`src/hdl/chained_hash_set_assert.svh`:
```
// Assertion macros for the chained hash set.
// Used by the top level only; no other dependencies.
`ifndef CHAINED_HASH_SET_ASSERT_SVH
`define CHAINED_HASH_SET_ASSERT_SVH
// Implication checked every edge outside reset.
`define CHS_ASSERT_IMP(label, a, c) \
  label: assert property (@(posedge clk) disable iff (rst) (a) |-> (c)) \
    else $error("assertion failed");
// Next-cycle implication.
`define CHS_ASSERT_NXT(label, a, c) \
  label: assert property (@(posedge clk) disable iff (rst) (a) |=> (c)) \
    else $error("assertion failed");
`endif

```
`src/hdl/chs_pkg.sv`:
```
// Package for the chained hash set: constants and beat types.
// No dependencies.
`default_nettype none
package chs_pkg;
  localparam int MaxBuckets = 1024;
  localparam int NodePool   = 1024;
  localparam int KeyBits    = 31;
  localparam int CfgBits    = 11;
  localparam logic [CfgBits-1:0] BucketReset = 11'd11;

  typedef enum logic {
    OP_FIND   = 1'b0,
    OP_INSERT = 1'b1
  } op_t;

  typedef struct packed {
    logic                operation;
    logic [KeyBits-1:0]  key;
  } in_beat_t;

  typedef struct packed {
    logic found;
    logic inserted;
    logic pool_full;
  } out_beat_t;
endpackage
`default_nettype wire

```
`src/hdl/chs_mod.sv`:
```
// Sequential remainder unit: key modulo divisor, one quotient bit per cycle.
// Depends on chs_pkg.
`default_nettype none
module chs_mod #(
  parameter int KEY_BITS = chs_pkg::KeyBits,
  parameter int DIV_BITS = 11
) (
  input  wire                 clk,
  input  wire                 rst,
  input  wire                 start,
  input  wire  [KEY_BITS-1:0] dividend,
  input  wire  [DIV_BITS-1:0] divisor,
  output logic                done,
  output logic [DIV_BITS-1:0] remainder
);
  localparam int CntBits = $clog2(KEY_BITS + 1);

  logic [KEY_BITS-1:0] shreg;
  logic [DIV_BITS:0]   rem;
  logic [DIV_BITS-1:0] dv;
  logic [CntBits-1:0]  cnt;
  logic                busy;
  logic [DIV_BITS:0]   trial;
  logic [DIV_BITS:0]   diff;

  always_comb begin
    trial = {rem[DIV_BITS-1:0], shreg[KEY_BITS-1]};
    diff  = trial - {1'b0, dv};
  end

  always_ff @(posedge clk) begin
    if (rst) begin
      busy <= 1'b0;
      done <= 1'b0;
    end else begin
      done <= 1'b0;
      if (start) begin
        busy  <= 1'b1;
        shreg <= dividend;
        dv    <= divisor;
        rem   <= '0;
        cnt   <= CntBits'(KEY_BITS);
      end else if (busy) begin
        shreg <= shreg << 1;
        rem   <= diff[DIV_BITS] ? trial : diff;
        cnt   <= cnt - 1'b1;
        if (cnt == CntBits'(1)) begin
          busy <= 1'b0;
          done <= 1'b1;
        end
      end
    end
  end

  assign remainder = rem[DIV_BITS-1:0];
endmodule
`default_nettype wire
```
`config.mk`:
```
export PLATFORM = sky130hd
export DESIGN_NAME = chs_mod
export DESIGN_NICKNAME = d
export VERILOG_FILES = /design/src/hdl/chained_hash_set_assert.svh /design/src/hdl/chs_pkg.sv /design/src/hdl/chs_mod.sv
export SDC_FILE = /design/constraint.sdc
export NUM_CORES = 1
export LEC_CHECK = 0
export ABC_AREA = 0
export BUFFER_PORTS_ARGS = -buffer_cell sky130_fd_sc_hd__buf_2
export CAP_MARGIN = 20
export CORE_UTILIZATION = 49
export CTS_CLUSTER_DIAMETER = 200
export DETAILED_ROUTE_END_ITERATION = 6
export GPL_TIMING_DRIVEN = 1
export HOLD_SLACK_MARGIN = 0.1
export PLACE_DENSITY = 0.79
export REMOVE_ABC_BUFFERS = 1
export SLEW_MARGIN = 10
export SYNTH_ARGS = -nofsm -noshare
export SYNTH_HDL_FRONTEND = slang
export SYNTH_SLANG_ARGS = --single-unit
export TNS_END_PERCENT = 10
```
`constraint.sdc`:
```
create_clock -name clk -period 6.1 [get_ports clk]
set_clock_uncertainty 0.05 [all_clocks]
set_input_delay 0.305 -clock clk [delete_from_list [all_inputs] [get_ports clk]]
set_output_delay 0.305 -clock clk [all_outputs]
set_load 0.03 [all_outputs]
```
## Yosys cells after proc, flatten, opt, wreduce, memory -nomap -nowiden

Index checks and enable logic that the tools add are counted.
W data, S select, Z words.

- Bits in registers: 60
- Input bits: 45
- Output and inout port bits: 12
- Logic and storage cells: 24

- Eq/ne operators: 1
- Reductions and logical operators: 4
- Multiplexer cells: 9
- $add $sub $neg: 2
- Bitwise gates (word level): 2

Operators with widths:

| operator | number |
|---|---|
| $mux W31 | 2 |
| $mux W11 | 2 |
| $sub A12 B11 Y12 | 1 |
| $eq A5 B1 Y1 const B | 1 |
| $mux W5 | 1 |
| $sub A5 B1 Y5 const B | 1 |
| $mux W1 | 4 |
| $reduce_and A2 Y1 | 2 |
| $reduce_or A3 Y1 | 1 |
| $not A1 Y1 | 2 |
| $reduce_bool A2 Y1 | 1 |

## Longest topological paths before layout

Gate-level depths: netlist of the first run.

- Word-level depth: 4
- Depth in mapped cells: 10
- Depth with buffers taken out: 10

## Least setup slack after synthesis of the first run

Ideal clock, no wire load.

- Path kind: input-to-reg
- Start point: input start
- End point: register cnt[0] (enable)
- Data required time: 5.597 ns
- Buffers on the path: 1
- Setup slack: 2.953 ns
- Cell stages on the path: 3
- Library setup time: 0.453 ns
- Data arrival time: 2.644 ns
- Path through: clkbuf_1 -> nor2_1 -> nor2_1

- Cells in the longest elaborated chain, start to end: 2

Ends and longest elaborated chain:

| element | RTL line | text |
|---|---|---|
| start, declared | chs_mod.sv:10 | `input wire start,` |
| $reduce_bool A2 Y1 (no line) | n/a |  |
| $reduce_and A2 Y1 (no line) | n/a |  |
| end signal, assigned | chs_mod.sv:42 | `cnt <= CntBits'(KEY_BITS);` |
| end signal, assigned | chs_mod.sv:46 | `cnt <= cnt - 1'b1;` |
| end, declared | chs_mod.sv:21 | `logic [CntBits-1:0] cnt;` |

No other way between the ends.
A chain may end at the register's enable or synchronous reset.

## Worst setup path in the final report of the first run

- Start point: register shreg[30]
- End point: register rem[8] (data pin)

- Cells in the longest elaborated chain, start to end: 3

Ends and longest elaborated chain:

| element | RTL line | text |
|---|---|---|
| start, declared | chs_mod.sv:18 | `logic [KEY_BITS-1:0] shreg;` |
| start signal, assigned | chs_mod.sv:39 | `shreg <= dividend;` |
| start signal, assigned | chs_mod.sv:44 | `shreg <= shreg << 1;` |
| $sub A12 B11 Y12 | chs_mod.sv:28 | `diff = trial - {1'b0, dv};` |
| $mux W11 | chs_mod.sv:45 | `rem <= diff[DIV_BITS] ? trial : diff;` |
| $mux W11 | chs_mod.sv:43 | `end else if (busy) begin` |
| end signal, assigned | chs_mod.sv:45 |  |
| end, declared | chs_mod.sv:19 | `logic [DIV_BITS:0] rem;` |

No other way between the ends. The select of a mux whose other input is x is not followed.

==> results.toml, run 1 <==
[status]
status = "completed"

[setup_path]
cp.required_ns = 6.10
cp-end-kind = "register"
cp.arrival_ns = 2.88
crit_fanout = 3
cp-startpoint = "shreg[30]"
crit-reg2reg-launch = "shreg[30]"
startpoint_type = "register"
criticalPathCategory = "register to register"

[power_and_ir_drop]
vdd_drop_max_uv = 210
power.total_w = 0.00110
power_per_cell_area_nw_per_um2 = 297
p_leak_nw = 1.48

[sta]
tightest_slew_ns = 1.02
finalSetupViolations = 0
layout_min_cycle_time_ns = 2.88
fmaxAchievable_mhz = 347
drv_slew = 0
fin_setup_tns_ns = 0
post-route-period-util_pct = 47.2
hold_viol = 0
slew_headroom_pct = 32.0
rsz0062_at_grt = "no"

[grt]
grt_max_degree = 49
grt_pass1_wl_mm = 9.88
grtUsageTotal_pct = 20.7
grt_pass1_vias = 2143
antenna_found_initial = 0
grt-ovfl-total = 0

[floorplanning]
rows = 28
io_pins = 57
core_um2 = 5960
die_area_um2 = 6520
start_util_pct = 51.0
die_w_um = 80.7
die_h_um = 80.7

[yosys]
synth_compound_area_share_pct = 12.9
syn_area_per_cell_um2 = 13.1
synth_top_area_share_pct = 57.4
synth_commonest_cells = "58 x edfxtp_1, 30 x mux2_2, 20 x a21oi_1, 16 x inv_1, 14 x o21ai_0"
synth-edff-count = 58
ys_types = 44
yosysMostFrequentCell = "edfxtp_1"
synth-seq-area-share_pct = 58.7
muxShareOfSynthArea_pct = 11.1
synth-xor-area-share_pct = 1.44
ys_top_cells_by_area = "edfxtp_1 57%, mux2_2 11%, ha_1 5.4%"
synth_top_family_by_area = "compound AO/OA/AOI/OAI gates"
synthAdderAreaFrac_pct = 6.02
yosys.area.top_type = "edfxtp_1"
synth-simple-area-share_pct = 6.80
ys_ff_latch = 60
synth_cells = 231
ys_warn_count = 0
async_flop_share_pct = 0
syn_area_um2 = 3040
synth_ff_type = "edfxtp_1"

[clock_tree]
clock_path_buffers = 2
cts-root-buf = "clkbuf_8"
cts-buffers-inserted = 9
cts_tree = "built"
cts_resized = 0
htreeDepth = 3
cts_sinks = 60
post-cts-setup-buffer-count = 0
clkTransAtPathRegs_ns = 0.07
holdBufCountCts = 11
clk_latency_ns = 0.33

[worst_hold_path]
hold_path_startpoint = "rst"
min-delay-path-class = "primary input to register"

[routing]
drt_iter0_drc = 131
drcViolationCount = 0
totalWireLength_mm = 5.87
via_per_inst = 5.63
wl_per_cell_um = 15.4
vias = 2149
postRouteAntennaNets = 0
drtPass1Iterations = 5

[placed_design]
io_buffers = 56
dpl.hpwl_mm = 3.85
gp_congestion = 0.869

[finish]
regArea_um2 = 1780
drive_above_1_share_pct = 34.5
area_growth_pct = 22.2
fill_cells = 499
nNetsFinal = 361
antennaDiodeCount = 0
multi_input_area_um2 = 1170

[run]
maxCapViolCount = 0
==> stage by stage <==
stage / instance area [µm²] / hold WS, ns / utilization [%] / setup slack (ns) / std cells
floorplan: 3000 / 0.332 / - / 3.23 / 223
global placement: 3390 / 0.418 / 57.0 / 3.33 / 355
global route: 3710 / 0.131 / 62.3 / 2.87 / 382
CTS: 3710 / 0.134 / 62.3 / 3.25 / 382
finish: 3710 / 0.151 / 62.3 / 3.22 / 382
detailed placement: 3390 / 0.422 / 57.0 / 3.26 / 355
==> state kept, by name, indices dropped and copies added, names as in the netlist <==
name	cells
shreg	31
rem	11
cnt	5
busy	1
dv	11
done	1
==> cell families (layout without fill, tap and decap cells) <==
logic type,count (synthesis),count (layout)
flip-flops,60,60
AO/OA/AOI/OAI,59,59
AND/OR/NAND/NOR,39,39
multiplexers,30,30
buffers and inverters,24,100
adder cells (fa/ha/maj),14,14
XOR/XNOR,5,5
==> critical path: stages, from the launching register on <==
cell and delay, ns:
edfxtp_1 0.38, inv_1 0.07, ha_1 0.17, inv_1 0.06
fa_1 0.42, a211oi_1 0.32, o21bai_1 0.16, a2111oi_0 0.57
nor4_1 0.12, o211ai_1 0.19, a21oi_1 0.08
==> placed cells by master (no fill, tap or decap), types with 3 or more instances in the layout <==
cell type	Yosys	layout
a21o_1	4	4
nand3_1	6	6
buf_2	1	56
mux2_2	30	30
o21ai_0	14	14
dlygate4sd3_1	0	11
nor2_1	9	8
nor3_1	5	5
clkbuf_8	0	9
o21a_1	3	3
inv_1	16	16
nand2_1	6	6
xnor2_1	4	4
a21oi_1	20	20
edfxtp_1	58	58
clkinv_2	0	3
ha_1	13	13
==> worst paths after layout <==
kind	end	slack (ns)	depth (start not counted)
hold reg to reg	done	0.43	1
setup reg to reg	rem[8]	3.22	10
hold / removal	done	0.15	2
setup / recovery	rem[8]	3.22	10
==> area by class of cell <==
type                    count  share of cell area (%)
well taps                  75                    2.53
flip-flops and latches     60                    48.0
clock buffers              10                    3.44
repair buffers             68                    10.7
clock inverters             6                    2.12
inverters                  16                    1.62
multi-input cells         147                    31.5
==> power by group <==
part	switching (W)	internal, W	leakage, nW
logic	0.000124	0.0000940	0.803
registers	0.0000133	0.000491	0.566
clock network	0.000152	0.000227	0.107
total	0.000289	0.000812	1.48
==> per-layer routing <==
metal  global-route usage [%]  part of all wire [%]  up-vias
met5                        0                     0        -
met2                     33.1                    47       76
met3                     7.05                   7.1       10
met4                     6.79                   1.5        0
li1                         -                     -     1034
met1                     26.4                    44     1029
(Power assumes the default switching activity.)
==> run 2: changes to the inputs <==
- clock period: 6.1 -> 3 ns (I/O delays scaled with it)
==> run 2 against run 1 <==
  * Non-clock buffer count rose by 38
  * First-iteration DRC count fell by 7.6%
  * Routed wire length rose by 11%
  * Worst setup slack got worse by 3.0 ns
  * Clock-buffer cell count fell by 1
  * Final area rose by 9.0%
==> results.toml, run 2 (same netlist as run 1, synthesis figures left out) <==
[status]
status = "completed"

[sta]
hold_viol = 0
fmaxAchievable_mhz = 358
layout_min_cycle_time_ns = 2.80
rsz0062_at_grt = "no"
drv_slew = 0
finalSetupViolations = 0
slew_headroom_pct = 69.5
fin_setup_tns_ns = 0
tightest_slew_ns = 0.456
post-route-period-util_pct = 93.2

[clock_tree]
clock_path_buffers = 2
clkTransAtPathRegs_ns = 0.06
cts-buffers-inserted = 9
clk_latency_ns = 0.32
cts_tree = "built"
cts_sinks = 60
cts-root-buf = "clkbuf_8"
htreeDepth = 3
post-cts-setup-buffer-count = 0

[worst_hold_path]
min-delay-path-class = "primary input to register"
whs_path_depth = 2
whs_endpoint = "done"
hold_path_startpoint = "start"

[routing]
drcViolationCount = 0
drtPass1Iterations = 4
via_per_inst = 5.45
wl_per_cell_um = 15.6
totalWireLength_mm = 6.54
vias = 2280
drt_iter0_drc = 121
postRouteAntennaNets = 0

[placed_design]
gp_congestion = 0.827
io_buffers = 56
dpl.hpwl_mm = 4.14

[setup_path]
cp_cell_sequence = "inv_1 > ha_1 > inv_1 > fa_1 > a211oi_1 > o21bai_1 > a2111oi_2 > nor4_1 > o211ai_1 > a21oi_1"
criticalPathCategory = "register to register"
worst_r2r_path_depth = 10
r2r_end = "rem[8]"
crit_fanout = 3
cp_slowest_cell = "a2111oi_2"
crit-reg2reg-launch = "shreg[30]"
rrSetupSlack_ns = 0.20
cp-end-kind = "register"
cp.required_ns = 3.01
crit_top_cell = "inv_1"
slowest_delay_ns = 0.45
cp.arrival_ns = 2.81
startpoint_type = "register"

[power_and_ir_drop]
combPwrFrac_pct = 22.7
p_int_w = 0.00159
switching_power_w = 0.000575
p_leak_nw = 1.62
vdd_drop_max_uv = 431
netSwitchingFraction_pct = 26.5
power_frac_clock_pct = 30.0
power_frac_seq_pct = 47.3
power_per_cell_area_nw_per_um2 = 536

[floorplanning]
die_area_um2 = 6520
die_w_um = 80.7
core_um2 = 5960
io_pins = 57
rows = 28
start_util_pct = 51.0
die_h_um = 80.7

[grt]
grt-ovfl-total = 0
grt_pass1_vias = 2367
grtUsageTotal_pct = 22.6
grt_pass1_wl_mm = 10.7
grt_max_degree = 32
antenna_found_initial = 0

[finish]
mostFrequentLayoutCells = "58 x edfxtp_1, 56 x buf_2, 43 x dlygate4sd3_1, 30 x mux2_2, 20 x a21oi_1"
drive_above_1_share_pct = 31.8
largestRegisters = "shreg (31), dv (11), rem (11)"
area_growth_pct = 33.2
nNetsFinal = 399
utilization_pct = 67.9
largest_register = "shreg"
largest_reg_flops = 31
layout_commonest_cell = "edfxtp_1"
antennaDiodeCount = 0

[run]
maxCapViolCount = 0
==> run 2: cell count changes in the layout (fill, tap and decap cells not counted), moves of 3 or more <==
cell,before,now
dlygate4sd3_1,11,43
buf_4,1,7
clkinv_1,1,4
clkinv_2,3,0
==> run 2: worst max-delay path: cells and delay by family (launching register included) <==
kind            cells  cell delay [ns]
fa+ha+maj           2             0.60
simple gates        1             0.11
buf+inv             2             0.13
compound gates      5             1.24
flops               1             0.39
==> run 2: layout make-up <==
class                   instances  area [µm²]
inverters                      16        60.1
fillers                       470        1910
flip-flops and latches         60        1780
repair buffers                106         763
well taps                      75        93.8
multi-input cells             147        1180
clock buffers                   9         124
clock inverters                 5        45.0
==> run 2: metal layers <==
| layer | vias to the layer above | global-route usage (%) | share of wire (%) |
|---|---|---|---|
| met1 | 1086 | 24.2 | 40 |
| li1 | 1106 | - | - |
| met2 | 72 | 41.6 | 53 |
| met3 | 16 | 6.25 | 4.7 |
| met4 | 0 | 9.29 | 2.3 |
| met5 | - | 0 | 0 |
==> run 2: power groups by stage <==
stage | sequential [W] | combinational [W] | clock [W]
after floorplan | 0.00107 | 0.000276 | 0
after global placement | 0.00104 | 0.000425 | 0
after detailed placement | 0.00104 | 0.000437 | 0
after CTS | 0.00103 | 0.000483 | 0.000667
after global routing | 0.00103 | 0.000542 | 0.000709
final | 0.00103 | 0.000492 | 0.000651
==> run 2: what timing repair did <==
item | CTS | global route
hold endpoints to repair | 43 | 0
cloned | 0 | 0
gates resized for setup | 1 | 1
hold buffers | 43 | 0
endpoints found under the setup margin | 1 | 1
==> run 2: metrics by stage <==
step           setup WS (ns)  instance area, µm²  hold slack [ns]  std cells  power [W]
6_report               0.204                4040            0.245        418    0.00217
5_1_grt               0.0270                4040            0.253        418    0.00228
4_1_cts               0.0873                4040            0.219        418    0.00218
3_5_place_dp          0.0166                3440            0.278        361    0.00148
3_3_place_gp           0.249                3440            0.278        361    0.00146
2_1_floorplan          0.133                3000            0.177        223    0.00134
==> run 2: worst max path at each step <==
stage,to,cells past startpoint,slack [ns],start
after detailed placement,rem[8],10,0.02,shreg[30]
after global placement,rem[8],10,0.25,shreg[30]
after floorplan,cnt[0],2,0.13,busy
after global routing,rem[8],10,0.03,shreg[30]
after CTS,rem[8],10,0.09,shreg[30]
final,rem[8],10,0.20,shreg[30]
==> run 3: changes to the inputs <==
- ABC_AREA: 0 -> 1
- PLACE_DENSITY: 0.79 -> 0.81
- clock period: 3 -> 2.37 ns (I/O delays scaled with it)
==> run 3 against run 2 <==
  * The run now ends with DRC left
  * Die area is 9.0% higher
  * Non-clock buffer count fell by 4
  * Worst setup slack improved by 0.089 ns
  * Register-to-register slack better by 0.09 ns
  * Final cell count up 32%
  * Synthesized area is 9.2% higher
  * Clock power rose by 30%
  * Synthesized cell count grew 59%
  * Global-route usage shrank 0.48 points
  * Combinational power up 40%
  * Final area increased by 6.7%
  * First-iteration DRC count up 37%
==> results.toml, run 3 <==
[yosys]
async_flop_share_pct = 0
synth-edff-count = 58
yosys.area.top_type = "edfxtp_1"
ys_types = 27
synth_top_area_share_pct = 52.5
syn_area_per_cell_um2 = 9.04
synth_cells = 367
synth_commonest_cells = "143 x nand2_1, 58 x edfxtp_1, 43 x inv_1, 23 x nor2_1, 21 x nand3_1"
ys_warn_count = 0
ys_top_cells_by_area = "edfxtp_1 53%, nand2_1 16%, ha_1 4.9%"
ys_ff_latch = 60
synth_ff_type = "edfxtp_1"
synth-seq-area-share_pct = 53.7
yosysMostFrequentCell = "nand2_1"
syn_area_um2 = 3320

[sta]
drv_slew = 0
finalSetupViolations = 0
setup_slack_ns = 0.294
finalHoldWorstSlack_ns = 0.153
fmaxAchievable_mhz = 482
slew_headroom_pct = 29.9
tightest_slew_ns = 1.05
post-route-period-util_pct = 87.6
rsz0062_at_grt = "no"
hold_viol = 0
layout_min_cycle_time_ns = 2.08

[clock_tree]
post-cts-setup-buffer-count = 0
htreeDepth = 3
cts-root-buf = "clkbuf_8"
clkTransAtPathRegs_ns = 0.07
cts_resized = 0
cts_sinks = 60
clock_path_buffers = 2
clk_latency_ns = 0.33
holdBufCountCts = 43
cts-buffers-inserted = 9
cts_tree = "built"

[grt]
grt_pass1_wl_mm = 12.2
antenna_found_initial = 0
grtUsageTotal_pct = 22.1
grt_max_degree = 39
grt_pass1_vias = 2791
grt-ovfl-total = 0

[finish]
regArea_um2 = 1780
nNetsFinal = 531
drive_above_1_share_pct = 21.2
largest_reg_flops = 31
mostFrequentLayoutCells = "143 x nand2_1, 58 x edfxtp_1, 56 x buf_2, 43 x inv_1, 43 x dlygate4sd3_1"
fill_cells = 503
layout.cells.non_filler = 553
antennaDiodeCount = 0
layout_commonest_cell = "nand2_1"
multi_input_area_um2 = 1340
area_growth_pct = 30.0
largest_register = "shreg"
largestRegisters = "shreg (31), dv (11), rem (11)"

[placed_design]
gp_congestion = 0.857
dpl.hpwl_mm = 4.34
dp.cells = 495
io_buffers = 56
dp_slack_ns = 0.310

[floorplanning]
core_um2 = 6460
start_util_pct = 51.4
die_h_um = 84.3
die_w_um = 84.3
die_area_um2 = 7100
io_pins = 57
rows = 29

[power_and_ir_drop]
power_per_cell_area_nw_per_um2 = 657
power.total_w = 0.00283
p_leak_nw = 2.08
vdd_drop_max_uv = 391

[routing]
totalWireLength_mm = 7.12
drtPass1Iterations = 6
wl_per_cell_um = 12.9
postRouteAntennaNets = 0
via_per_inst = 4.89
drt_iter0_drc = 166
vias = 2704
drcViolationCount = 2

[setup_path]
crit_fanout = 4
path_buf_inv = 2
cp_cell_sequence = "inv_1 > ha_1 > inv_1 > fa_1 > nand3_1 > nand3_1 > nand2_1 > nand2_1 > xor2_1 > nor2_2 > nor2_1"
cp_slowest_cell = "fa_1"
critPathTopFamily = "adder cells"
slowest_delay_ns = 0.43
startpoint_type = "register"
cp-end-kind = "register"
cp.required_ns = 2.41
cp.arrival_ns = 2.12
criticalPathCategory = "register to register"

[worst_hold_path]
min-delay-path-class = "primary input to register"

[status]
status = "complete, but fails checks"
violations = "DRC"

[run]
maxCapViolCount = 0
[run 3: changes by cell type after synthesis, sizes merged, moves of 3 or more]
| cell | change |
|---|---|
| a21o | -4 |
| a21oi | -11 |
| inv | +31 |
| mux2 | -30 |
| nand2 | +148 |
| nand3 | +17 |
| nand4 | +4 |
| nor2 | +24 |
| nor3 | -5 |
| o21a | -3 |
| o21ai | -10 |
[run 3: kinds of logic (layout without fill, tap and decap cells)]
family          count (synthesis)  after routing  share of synthesized area (%)
xor+xnor                        5              5                           1.32
simple gates                  219            219                           30.7
fa+ha+maj                      14             14                           5.51
flops                          60             60                           53.7
buf+inv                        55            164                           6.22
compound gates                 14             14                           2.53
[run 3: per-stage QoR]
stage / utilization [%] / TNS, ns / area (µm²)
final: 66.8 / 0 / 4310
after global routing: 66.8 / 0 / 4310
after CTS: 66.8 / 0 / 4310
after detailed placement: 57.4 / 0 / 3710
after global placement: 57.4 / 0 / 3710
after floorplan: - / -39.71 / 3290
[run 3: final timing paths]
kind              startpoint  cells after the start  slack, ns      to
setup / recovery   shreg[30]                     11       0.29  rem[6]
hold / removal         start                      3       0.15  cnt[0]
setup reg to reg   shreg[30]                     11       0.29  rem[6]
hold reg to reg         busy                      2       0.45    done
[run 3: cell type report]
| type | count | share of cell area, % |
|---|---|---|
| flip-flops and latches | 60 | 41.3 |
| inverters | 47 | 4.09 |
| clock inverters | 4 | 0.957 |
| clock buffers | 11 | 3.05 |
| well taps | 77 | 2.23 |
| multi-input cells | 252 | 31.1 |
| repair buffers | 102 | 17.3 |
[run 3: per-layer routing]
metal	track usage (%)	routed length [µm]	up-vias	share of wire, %
met1	25.7	3090	1233	43
met3	5.51	325	12	4.6
met2	39.3	3600	72	51
li1	-	-	1387	-
met5	0	0	-	0
met4	8.93	105	0	1.5
[run 3: worst reg2reg max path, cell delays in order, from the launching register on]
cell,delay (ns)
edfxtp_1,0.38
inv_1,0.07
ha_1,0.14
inv_1,0.08
fa_1,0.43
nand3_1,0.11
nand3_1,0.14
nand2_1,0.09
nand2_1,0.06
xor2_1,0.16
nor2_2,0.10
nor2_1,0.04
[run 3: report_power, final]
part	switching (W)	internal [W]	leakage [nW]
clock	0.000376	0.000470	0.0859
combinational	0.000415	0.000274	1.42
sequential	0.0000342	0.00126	0.569
total	0.000825	0.00201	2.08
